$ cat src/hw/rtl/htfd_pkg.sv
`default_nettype none

package htfd_pkg;

  // CRC-8 as used by the sensor: x^8 + x^5 + x^4 + 1, preset all ones
  localparam logic [7:0] CRC_POLY = 8'h31;
  localparam logic [7:0] CRC_INIT = 8'hFF;

  // Fixed point conversion constants (Q16)
  localparam logic [7:0]  TEMP_SCALE      = 8'd175;
  localparam logic [24:0] TEMP_OFFSET_Q16 = 25'd2949120;  // 45 * 65536
  localparam logic [6:0]  HUM_SCALE       = 7'd100;

  // Field widths
  localparam int unsigned BYTE_W = 8;
  localparam int unsigned WORD_W = 16;
  localparam int unsigned TEMP_W = 25;
  localparam int unsigned HUM_W  = 23;

  // Byte positions within a six-byte frame
  typedef logic [2:0] pos_t;
  localparam pos_t POS_TEMP_HI  = 3'd0;
  localparam pos_t POS_TEMP_LO  = 3'd1;
  localparam pos_t POS_TEMP_CRC = 3'd2;
  localparam pos_t POS_HUM_HI   = 3'd3;
  localparam pos_t POS_HUM_LO   = 3'd4;
  localparam pos_t POS_HUM_CRC  = 3'd5;

  // Result status codes
  localparam logic STATUS_OK      = 1'b0;
  localparam logic STATUS_BAD_CRC = 1'b1;

endpackage

`default_nettype wire

$ cat src/hw/rtl/htfd_crc8.sv
`default_nettype none

module htfd_crc8
  import htfd_pkg::*;
(
  input  wire logic [7:0] crc_in,
  input  wire logic [7:0] data_in,
  output logic      [7:0] crc_out
);

  // Unrolled MSB-first update over one byte
  always_comb begin
    logic [7:0] c;
    c = crc_in ^ data_in;
    for (int i = 0; i < 8; i++) begin
      if (c[7]) begin
        c = {c[6:0], 1'b0} ^ CRC_POLY;
      end else begin
        c = {c[6:0], 1'b0};
      end
    end
    crc_out = c;
  end

endmodule

`default_nettype wire

$ cat src/hw/rtl/humidity_temp_frame_decoder.sv
`default_nettype none

// Channel   Dir  tdata (low bit up)                         tuser
// in_       in   [7:0] data_byte                            [0] frame_start
// out_      out  [24:0] temperature_q16, [47:25] humidity_q16  [0] status
//
// Two register stages: an input register, then the decode logic (CRC step,
// constant multiplies) into the result register, which is loaded as the
// sixth byte is decoded; one byte is taken every cycle unless the result stalls.
// Reset is synchronous, active low; the frame position restarts at byte 0.
// A stalled result holds both stages; the input register still refills as
// soon as its byte moves on, so no cycle is lost while out_tready is high.

module humidity_temp_frame_decoder
  import htfd_pkg::*;
(
  input  wire logic        clk,
  input  wire logic        rst_n,
  input  wire logic        in_tvalid,
  output logic             in_tready,
  input  wire logic [7:0]  in_tdata,   // [7:0] data_byte
  input  wire logic        in_tuser,   // [0] frame_start
  output logic             out_tvalid,
  input  wire logic        out_tready,
  output logic [47:0]      out_tdata,  // [24:0] temperature_q16, [47:25] humidity_q16
  output logic             out_tuser   // [0] status
);

  // Input register
  logic              s1_valid_r;
  logic [BYTE_W-1:0] s1_byte_r;
  logic              s1_start_r;

  // Frame state
  pos_t              pos_r, pos_nxt;
  logic [7:0]        crc_r, crc_nxt;
  logic [WORD_W-1:0] temp_word_r, temp_word_nxt;
  logic [WORD_W-1:0] hum_word_r, hum_word_nxt;
  logic              failed_r, failed_nxt;

  // Result register
  logic              out_valid_r;
  logic [47:0]       out_data_r, out_data_nxt;
  logic              out_status_r, out_status_nxt;

  logic              advance;
  logic              frame_done;
  pos_t              pos_eff;
  logic [7:0]        crc_seed;
  logic [7:0]        crc_step;
  logic              bad;
  logic [23:0]       temp_prod;
  logic [TEMP_W-1:0] temp_q16;
  logic [HUM_W-1:0]  hum_q16;

  assign advance   = s1_valid_r && (!out_valid_r || out_tready);
  assign in_tready = !s1_valid_r || advance;

  assign out_tvalid = out_valid_r;
  assign out_tdata  = out_data_r;
  assign out_tuser  = out_status_r;

  // Realign on frame_start or an out-of-range position
  assign pos_eff = (s1_start_r || pos_r > POS_HUM_CRC) ? POS_TEMP_HI : pos_r;

  // Restart the CRC on the first byte of each word
  assign crc_seed = (pos_eff == POS_TEMP_HI || pos_eff == POS_HUM_HI) ? CRC_INIT : crc_r;

  htfd_crc8 u_crc (
    .crc_in  (crc_seed),
    .data_in (s1_byte_r),
    .crc_out (crc_step)
  );

  // Conversions: 175*T - 45*65536 and 100*H
  assign temp_prod = 24'(temp_word_r) * 24'(TEMP_SCALE);
  assign temp_q16  = {1'b0, temp_prod} - TEMP_OFFSET_Q16;
  assign hum_q16   = HUM_W'(hum_word_r) * HUM_W'(HUM_SCALE);

  assign bad        = failed_r || (crc_r != s1_byte_r);
  assign frame_done = (pos_eff == POS_HUM_CRC);

  // Next frame state and result
  always_comb begin
    pos_nxt        = pos_t'(pos_eff + 3'd1);
    crc_nxt        = crc_r;
    temp_word_nxt  = temp_word_r;
    hum_word_nxt   = hum_word_r;
    failed_nxt     = failed_r;
    out_data_nxt   = {hum_q16, temp_q16};
    out_status_nxt = STATUS_OK;
    unique case (pos_eff)
      POS_TEMP_HI: begin
        failed_nxt    = 1'b0;
        temp_word_nxt = {s1_byte_r, 8'h00};
        crc_nxt       = crc_step;
      end
      POS_TEMP_LO: begin
        temp_word_nxt = {temp_word_r[15:8], s1_byte_r};
        crc_nxt       = crc_step;
      end
      POS_TEMP_CRC: begin
        if (crc_r != s1_byte_r) begin
          failed_nxt = 1'b1;
        end
        crc_nxt = CRC_INIT;
      end
      POS_HUM_HI: begin
        hum_word_nxt = {s1_byte_r, 8'h00};
        crc_nxt      = crc_step;
      end
      POS_HUM_LO: begin
        hum_word_nxt = {hum_word_r[15:8], s1_byte_r};
        crc_nxt      = crc_step;
      end
      default: begin
        crc_nxt    = CRC_INIT;
        pos_nxt    = POS_TEMP_HI;
        failed_nxt = 1'b0;
        if (bad) begin
          out_data_nxt   = '0;
          out_status_nxt = STATUS_BAD_CRC;
        end
      end
    endcase
  end

  // Input register: load on transfer, drop once the byte is decoded
  always_ff @(posedge clk) begin
    if (!rst_n) begin
      s1_valid_r <= 1'b0;
    end else if (in_tvalid && in_tready) begin
      s1_valid_r <= 1'b1;
    end else if (advance) begin
      s1_valid_r <= 1'b0;
    end
    if (in_tvalid && in_tready) begin
      s1_byte_r  <= in_tdata;
      s1_start_r <= in_tuser;
    end
  end

  // Frame state: advance with each decoded byte
  always_ff @(posedge clk) begin
    if (!rst_n) begin
      pos_r       <= POS_TEMP_HI;
      crc_r       <= CRC_INIT;
      temp_word_r <= '0;
      hum_word_r  <= '0;
      failed_r    <= 1'b0;
    end else if (advance) begin
      pos_r       <= pos_nxt;
      crc_r       <= crc_nxt;
      temp_word_r <= temp_word_nxt;
      hum_word_r  <= hum_word_nxt;
      failed_r    <= failed_nxt;
    end
  end

  // Result register: load at frame end, clear on transfer
  always_ff @(posedge clk) begin
    if (!rst_n) begin
      out_valid_r <= 1'b0;
    end else if (advance && frame_done) begin
      out_valid_r <= 1'b1;
    end else if (out_tready) begin
      out_valid_r <= 1'b0;
    end
    if (advance && frame_done) begin
      out_data_r   <= out_data_nxt;
      out_status_r <= out_status_nxt;
    end
  end

endmodule

`default_nettype wire
$ cat config.mk
export PLATFORM = sky130hd
export DESIGN_NAME = humidity_temp_frame_decoder
export DESIGN_NICKNAME = d
export VERILOG_FILES = /design/src/hw/rtl/htfd_pkg.sv /design/src/hw/rtl/htfd_crc8.sv /design/src/hw/rtl/humidity_temp_frame_decoder.sv
export SDC_FILE = /design/constraint.sdc
export NUM_CORES = 1
export LEC_CHECK = 0
export ABC_AREA = 1
export BUFFER_PORTS_ARGS = -buffer_cell sky130_fd_sc_hd__buf_2
export CELL_PAD_IN_SITES_DETAIL_PLACEMENT = 1
export CELL_PAD_IN_SITES_GLOBAL_PLACEMENT = 1
export CORE_MARGIN = 1.5
export CORE_UTILIZATION = 51
export CTS_CLUSTER_DIAMETER = 60
export CTS_CLUSTER_SIZE = 10
export DETAILED_ROUTE_END_ITERATION = 8
export PLACE_DENSITY_LB_ADDON = 0.1
export SLEW_MARGIN = 25
export SYNTH_ARGS = -nofsm -noshare
export SYNTH_HDL_FRONTEND = slang
export SYNTH_SLANG_ARGS = --single-unit
$ cat constraint.sdc
create_clock -name clk -period 7.2 [get_ports clk]
set_input_delay 0 -clock clk [delete_from_list [all_inputs] [get_ports clk]]
set_output_delay 0 -clock clk [all_outputs]
set_load 0.1 [all_outputs]
==> key figures, run 1 <==
Synthesis
  • Post-synthesis sequential area ratio: between 20% and 30%
  • Synth top area share: 18.9%
  • Largest area contributor in the netlist: edfxtp_1
  • Synth warn: 0
  • Main area contributors after synthesis: edfxtp_1 (19%), ha_1 (17%), fa_1 (15%)
  • Post-synth EDFFs: 56
  • Mapped Cells: around 1000
  • Post-Syn Area per Cell: 8.51 sq um
  • Prevailing post-synth register cell: edfxtp_1
  • #FFs+latches synth: about 100
  • Post-Syn Area: 8900 sq um
  • Netlist cell types: 47
  • Post-synthesis async set-or-reset flop share: 0%

Global routing
  • Total gr overflow: 0
  • Initial antenna violation count: 0
  • Vias in the first global route: 7631
  • Global-route wire length before repair: 38200 microns
  • Largest net degree at the start of global routing: 29
  • Overall Global Routing Usage: between 20% and 30%

Clock network
  • Post-cts resize count: 0
  • CTS Hold Bufs: 10
  • Root buffer cell: clkbuf_16
  • Worst-skew pair later-pin latency: 360 ps
  • Clk sink count: 102
  • Total CTS buffers: 9
  • CTS H-tree lvls: 3
  • # Post-CTS Setup Buffers: 0
  • CTS tree: done
  • CTS max path bufs: 2
  • Clk slew on worst S/H paths: 80 ps

Floorplanning
  • Row cnt: 48
  • Ports: 64
  • Starting density of the core: about half
  • Die W: 135 microns
  • Core area: around 17000 sq um
  • Die Area: 18300 sq um
  • Die H: around 140 microns

Detailed routing
  • Via-per-instance ratio: 5.31
  • DRC violations left: 0
  • Via count: 7154
  • 1st-iter DRT viols: between 200 and 300
  • Wirelength per Cell: ~17 microns
  • Final WL: roughly 23000 microns
  • Final ANT Viol Nets: 0
  • Detailed Routing Iterations Pass 1: 4

Outcome
  • Status: finished, final reports clean

Critical path
  • Setup CP Type: flop to flop
  • CP max FO: 5
  • Setup crit end kind: flop
  • R2R cell count: 18
  • Data arrival, critical path: about 5000 ps
  • Startpoint types: flop
  • Worst endpoint required time: roughly 7300 ps

Place
  • # port buffers: 61
  • Routability cong.: approximately 0.84
  • Placed instance area: ~9400 sq um
  • Placed insts: 1322
  • Final HPWL DP: 18700 microns

Final layout
  • Final core occ: 57.3%
  • Filler Cells Inserted: 2121
  • Area growth syn-to-layout: 10.6%
  • Layout Nets: around 1300
  • Layout cells sized above 1: 8.90%
  • Final cell count without fillers: 1348
  • Final instance area: 9840 sq um
  • ANT cells: 0

Power and ir drop
  • Lkg Pwr: 5.09 nW
  • Max rail drop VDD: 0.138 mV
  • PwrDens: 176 nW/um^2

Timing
  • Final Slew Violations: 0
  • Unrepaired setup endpoints after global routing: no
  • Endpoints failing setup: 0
  • Max-Slew Margin vs Limit: between 30% and 40%
  • Final hold viol count: 0
  • Post-route minimum period: approximately 4800 ps
  • Fin crit share: 66.3%
  • Worst Skew: 12.3 ps
  • Max Clock Freq: between 0.2 and 0.25 GHz
  • Fin Setup TNS: 0 ps
  • Slew @ Worst Pin: 996 ps

Min path
  • Hold Path Depth: 2
  • Hold Crit Class: input port to flop

Flow run
  • Max-Cap Viols: 0
[state kept, by name (all words and copies together), names as in the netlist]
signal	flops
out_tvalid	1
failed_r	1
s1_valid_r	1
out_tuser	1
temp_word_r	16
pos_r	3
hum_word_r	16
crc_r	8
s1_byte_r	8
out_tdata	46
s1_start_r	1
[layout by cell type, fill, tap and decap left out, types with 30 or more instances in the layout]
master	n
inv_1	233
nand2_1	178
ha_1	123
a21oi_1	111
fa_1	66
buf_2	61
nor2_1	57
o21ai_0	57
edfxtp_1	56
dfxtp_1	46
nand3_1	30
[area by class of cell]
class	instances	area, sq um	area share (%)
inverter	239	911	9.26
timing repair buffer	73	420	4.27
clock inverter	5	82.6	0.839
tap	225	282	2.86
multi-input combinational	693	5310	54.0
sequential	102	2600	26.4
clock buffer	11	233	2.36
[worst max-delay path, cell delays in order, from the launching register on]
cell and delay (ps):
dfxtp_1 370, ha_1 370, inv_1 90, fa_1 540, inv_1 50, fa_1 480
inv_1 60, fa_1 530, inv_1 40, ha_1 360, nand2_1 70, o21ai_0 620
a21oi_1 220, o21ai_0 320, nand2_1 90, o211ai_1 110, nand2_1 90, nand2_1 70
nor2_1 60
[cell families after synthesis]
| family | count (synthesis) | synth area share (%) |
|---|---|---|
| buffers and inverters | 252 | 11.2 |
| multiplexers | 1 | 0.253 |
| flip-flops | 102 | 29.2 |
| other | 1 | 0.0421 |
| AO/OA/AOI/OAI | 192 | 11.3 |
| AND/OR/NAND/NOR | 293 | 14.0 |
| adder cells (fa/ha/maj) | 189 | 32.1 |
| XOR/XNOR | 16 | 1.74 |
[power by group]
part	switching (mW)	internal, mW
Combinational	0.351	0.182
Sequential	0.0180	0.638
Clock	0.236	0.307
[per-layer routing]
layer  vias to the layer above  GRT usage (%)  share of wire [%]
met2                       124           48.4                 51
met4                         0           6.33                1.6
met5                         -              0                  0
met3                        26           4.88                3.5
met1                      3501           33.8                 44
li1                       3503              -                  -
[cell usage after synthesis (3+ instances only)]
master and number:
a21o_1 3, a21oi_1 111, buf_4 3, clkbuf_1 6, dfxtp_1 46, edfxtp_1 56, fa_1 66, ha_1 123
inv_1 233, inv_2 4, nand2_1 178, nand2_2 4, nand3_1 30, nand4_1 4, nor2_1 57, nor3_1 7
nor4_1 3, o21a_1 3, o21ai_0 57, o21ai_1 6, xnor2_1 6, xor2_1 8
[path summary, 6_finish.rpt]
kind                               startpoint                 endpoint  slack [ps]
setup / recovery  temp_word_r[6]$_SDFFE_PN0P_  out_tdata[18]$_DFFE_PP_        2430
hold / removal                          rst_n    crc_r[7]$_SDFFE_PN1P_          10
setup reg to reg  temp_word_r[6]$_SDFFE_PN0P_  out_tdata[18]$_DFFE_PP_        2430
hold reg to reg         crc_r[6]$_SDFFE_PN1P_    crc_r[6]$_SDFFE_PN1P_         500
[stage by stage]
stage	hold WS [ps]	total power, mW	setup WS, ps
3_3_place_gp	177	1.17	2590
6_report	12.8	1.73	2430
5_1_grt	21.7	1.84	2170
2_1_floorplan	98.9	1.05	2200
3_5_place_dp	178	1.19	2480
4_1_cts	0.0167	1.74	2460
(Power assumes the default switching activity.)
==> inputs of run 2 (changes only) <==
--- a/config.mk
+++ b/config.mk
@@ -10,7 +10,7 @@
 export CELL_PAD_IN_SITES_DETAIL_PLACEMENT = 1
 export CELL_PAD_IN_SITES_GLOBAL_PLACEMENT = 1
 export CORE_MARGIN = 1.5
-export CORE_UTILIZATION = 51
+export CORE_UTILIZATION = 43
 export CTS_CLUSTER_DIAMETER = 60
 export CTS_CLUSTER_SIZE = 10
 export DETAILED_ROUTE_END_ITERATION = 8
==> constraint.sdc (replaced) <==
create_clock -name clk -period 4.14 [get_ports clk]
set_input_delay 0 -clock clk [delete_from_list [all_inputs] [get_ports clk]]
set_output_delay 0 -clock clk [all_outputs]
set_load 0.1 [all_outputs]
==> run 2 against run 1 <==
Net effect:
- the run now ends with setup timing left
- register-to-register slack lost 2500 ps
- die area up 18%
- fmax increased by 14%
- first-iteration DRC count is 25% higher
- clock power is 67% higher
- clock-buffer cell count decreased by 1
- non-clock buffer count rose by 74
- largest cell class unchanged
- combinational power increased to 2.7 times the previous value
- critical path depth stayed put
- setup slack worse by 2500 ps
- final cell count increased by 8.8%
- global-route usage decreased by 3.8 points
==> key figures, run 2 (same netlist as run 1, synthesis figures left out) <==
Global routing
  • Vias in the first global route: 7829 (+2.6%)
  • Initial antenna violation count: 0 (unchanged)
  • Largest net degree at the start of global routing: 48 (+66%)
  • Overall Global Routing Usage: 23.2% (-3.8 points)
  • Total gr overflow: 0 (unchanged)
  • Global-route wire length before repair: 39300 microns (+2.8%)

Critical path
  • CP max FO: 4 (-1)
  • R2R cell count: 18 (unchanged)
  • Crit path to: out_tdata[21]$_DFFE_PP_
  • Slack of the worst reg-to-reg path: -60 ps (-2490 ps)
  • Data arrival, critical path: 4310 ps (-580 ps)
  • Top delay family on crit path: adder cells
  • Critical path origin: temp_word_r[6]$_SDFFE_PN0P_
  • Cell depth of the worst setup path: 18 (unchanged)
  • CP dominant cell by count: nand2_2
  • Slowest-stage cell, CP: fa_1
  • Setup CP Type: flop to flop
  • Reg2Reg Capture Point: out_tdata[21]$_DFFE_PP_
  • CP Buf/Inv Count: 3 (-1)
  • Startpoint types: flop
  • Crit-path cells: ha_4, inv_2, fa_1, fa_1, fa_1, inv_2, ha_4, a21oi_2, nand2_2, a21oi_4, o21ai_2, buf_4, nand3_1, nand2_2, nand2_2, nand2_2, o21ai_2, a21oi_2
  • CP max stage delay: 640 ps (+20 ps)
  • Setup crit end kind: flop
  • RR Startpoint: temp_word_r[6]$_SDFFE_PN0P_
  • Worst endpoint required time: 4250 ps (-3070 ps)

Timing
  • Hold WS: 14.3 ps (+1.46 ps)
  • Unrepaired setup endpoints after global routing: yes
  • Final setup margin: -58.3 ps (-2490 ps)
  • Final Slew Violations: 0 (unchanged)
  • Worst Skew: 10.2 ps (-2.18 ps)
  • Post-route minimum period: 4200 ps (-574 ps)
  • Endpoints failing setup: 4 (+4)
  • Fin crit share: 101% (+35 points)
  • Max Clock Freq: 0.238 GHz (+14%)
  • Slew @ Worst Pin: 820 ps (-176 ps)
  • Max-Slew Margin vs Limit: 45.0% (+12 points)
  • Final hold viol count: 0 (unchanged)

Clock network
  • Total CTS buffers: 9 (unchanged)
  • CTS H-tree lvls: 3 (unchanged)
  • Clk slew on worst S/H paths: 80 ps (about the same)
  • Clk sink count: 102 (unchanged)
  • CTS max path bufs: 2 (unchanged)
  • CTS tree: done
  • Worst-skew pair later-pin latency: 370 ps (about the same)
  • Root buffer cell: clkbuf_16

Final layout
  • Layout cells sized above 1: 25.2% (+16 points)
  • ANT cells: 0 (unchanged)
  • Area growth syn-to-layout: 26.2%
  • Most common cell after layout, fill and taps aside: inv_1
  • Filler Cells Inserted: 2389 (+13%)
  • Register area: 2650 sq um (+1.6%)
  • Most frequent cells in the layout: inv_1 (211), nand2_1 (164), ha_1 (92)
  • Max FFs per register: 46 (unchanged)
  • Area of the multi-input gates: 6010 sq um (+13%)
  • Layout Nets: 1394 (+5.6%)

Power and ir drop
  • Max rail drop VDD: 0.229 mV (+66%)
  • PwrDens: 311 nW/um^2 (+77%)
  • Tot Pwr: 3.50 mW (+100%)
  • Lkg Pwr: 5.48 nW (+7.7%)

Min path
  • Hold Crit Class: input port to flop

Outcome
  • Failing checks: setup timing
  • Status: finished, violations left

Floorplanning
  • Die Area: 21600 sq um (+18%)
  • Starting density of the core: 43.8% (-8.0 points)
  • Row cnt: 52 (+8.3%)
  • Die H: 147 microns (+8.7%)
  • Ports: 64 (unchanged)
  • Core area: 20300 sq um (+18%)
  • Die W: 147 microns (+8.7%)

Flow run
  • Max-Cap Viols: 0 (unchanged)

Detailed routing
  • Detailed Routing Iterations Pass 1: 4 (unchanged)
  • Final ANT Viol Nets: 0 (unchanged)
  • DRC violations left: 0 (unchanged)
  • Wirelength per Cell: 19.1 microns (+9.5%)
  • 1st-iter DRT viols: 337 (+25%)
  • Final WL: 28000 microns (+19%)
  • Via-per-instance ratio: 5.16 (-2.9%)
  • Via count: 7563 (+5.7%)

Place
  • Final HPWL DP: 18700 microns (-0.38%)
  • Routability cong.: 0.862 (+2.4%)
  • # port buffers: 61 (unchanged)
## run 2: changes by cell type in the layout (fill, tap and decap cells not counted), sizes merged
cell    change
clkbuf      -1
clkinv      +2
bufinv      -2
buf        +74
inv         +1
## run 2: final cells by class
| class | count | share of cell area (%) |
|---|---|---|
| multi-input combinational | 693 | 53.5 |
| sequential | 102 | 23.5 |
| timing repair buffer | 147 | 9.05 |
| inverter | 239 | 8.11 |
| tap | 270 | 3.01 |
| clock buffer | 10 | 2.23 |
| clock inverter | 6 | 0.557 |
## run 2: repair_timing
item	CTS	global route
setup buffers	3	14
pin swaps	12	60
setup endpoints to repair	11	13
gates resized for setup	41	129
endpoints found under the hold margin	10	0
hold buffers	10	0
## run 2: worst min path at each step
stage | from | to | slack [ps] | cells after the start
6_report | rst_n | crc_r[7]$_SDFFE_PN1P_ | 10 | 2
3_3_place_gp | in_tdata[6] | s1_byte_r[6]$_DFFE_PP_ | 180 | 1
3_5_place_dp | in_tdata[6] | s1_byte_r[6]$_DFFE_PP_ | 180 | 1
4_1_cts | rst_n | crc_r[7]$_SDFFE_PN1P_ | 6 | 2
5_1_grt | rst_n | crc_r[7]$_SDFFE_PN1P_ | 50 | 2
2_1_floorplan | in_tdata[0] | s1_byte_r[0]$_DFFE_PP_ | 100 | 0
## run 2: layer usage
metal / part of all wire [%] / GRT usage [%] / vias to the layer above
met5: 0 / 0 / -
met4: 2.9 / 5.61 / 0
met3: 2.7 / 2.92 / 47
met2: 51 / 40.4 / 156
met1: 43 / 30.7 / 3718
li1: - / - / 3642
## run 2: power breakdown
part	total [mW]	internal, mW	switching (mW)
clock	0.907	0.461	0.446
combinational	1.45	0.585	0.862
sequential	1.14	1.11	0.0363
total	3.50	2.15	1.34
## run 2: stage by stage
stage               util [%]  TNS [ps]  instances  setup slack (ps)  instance area [sq um]
floorplan                  -         0       1047              65.9                   8910
global placement        48.8      -371       1424              -138                   9920
detailed placement      48.8     -1090       1424              -229                   9920
CTS                     51.7         0       1453              2.73                  10500
global route            55.3     -1560       1467              -202                  11200
finish                  55.3      -146       1467             -58.3                  11200
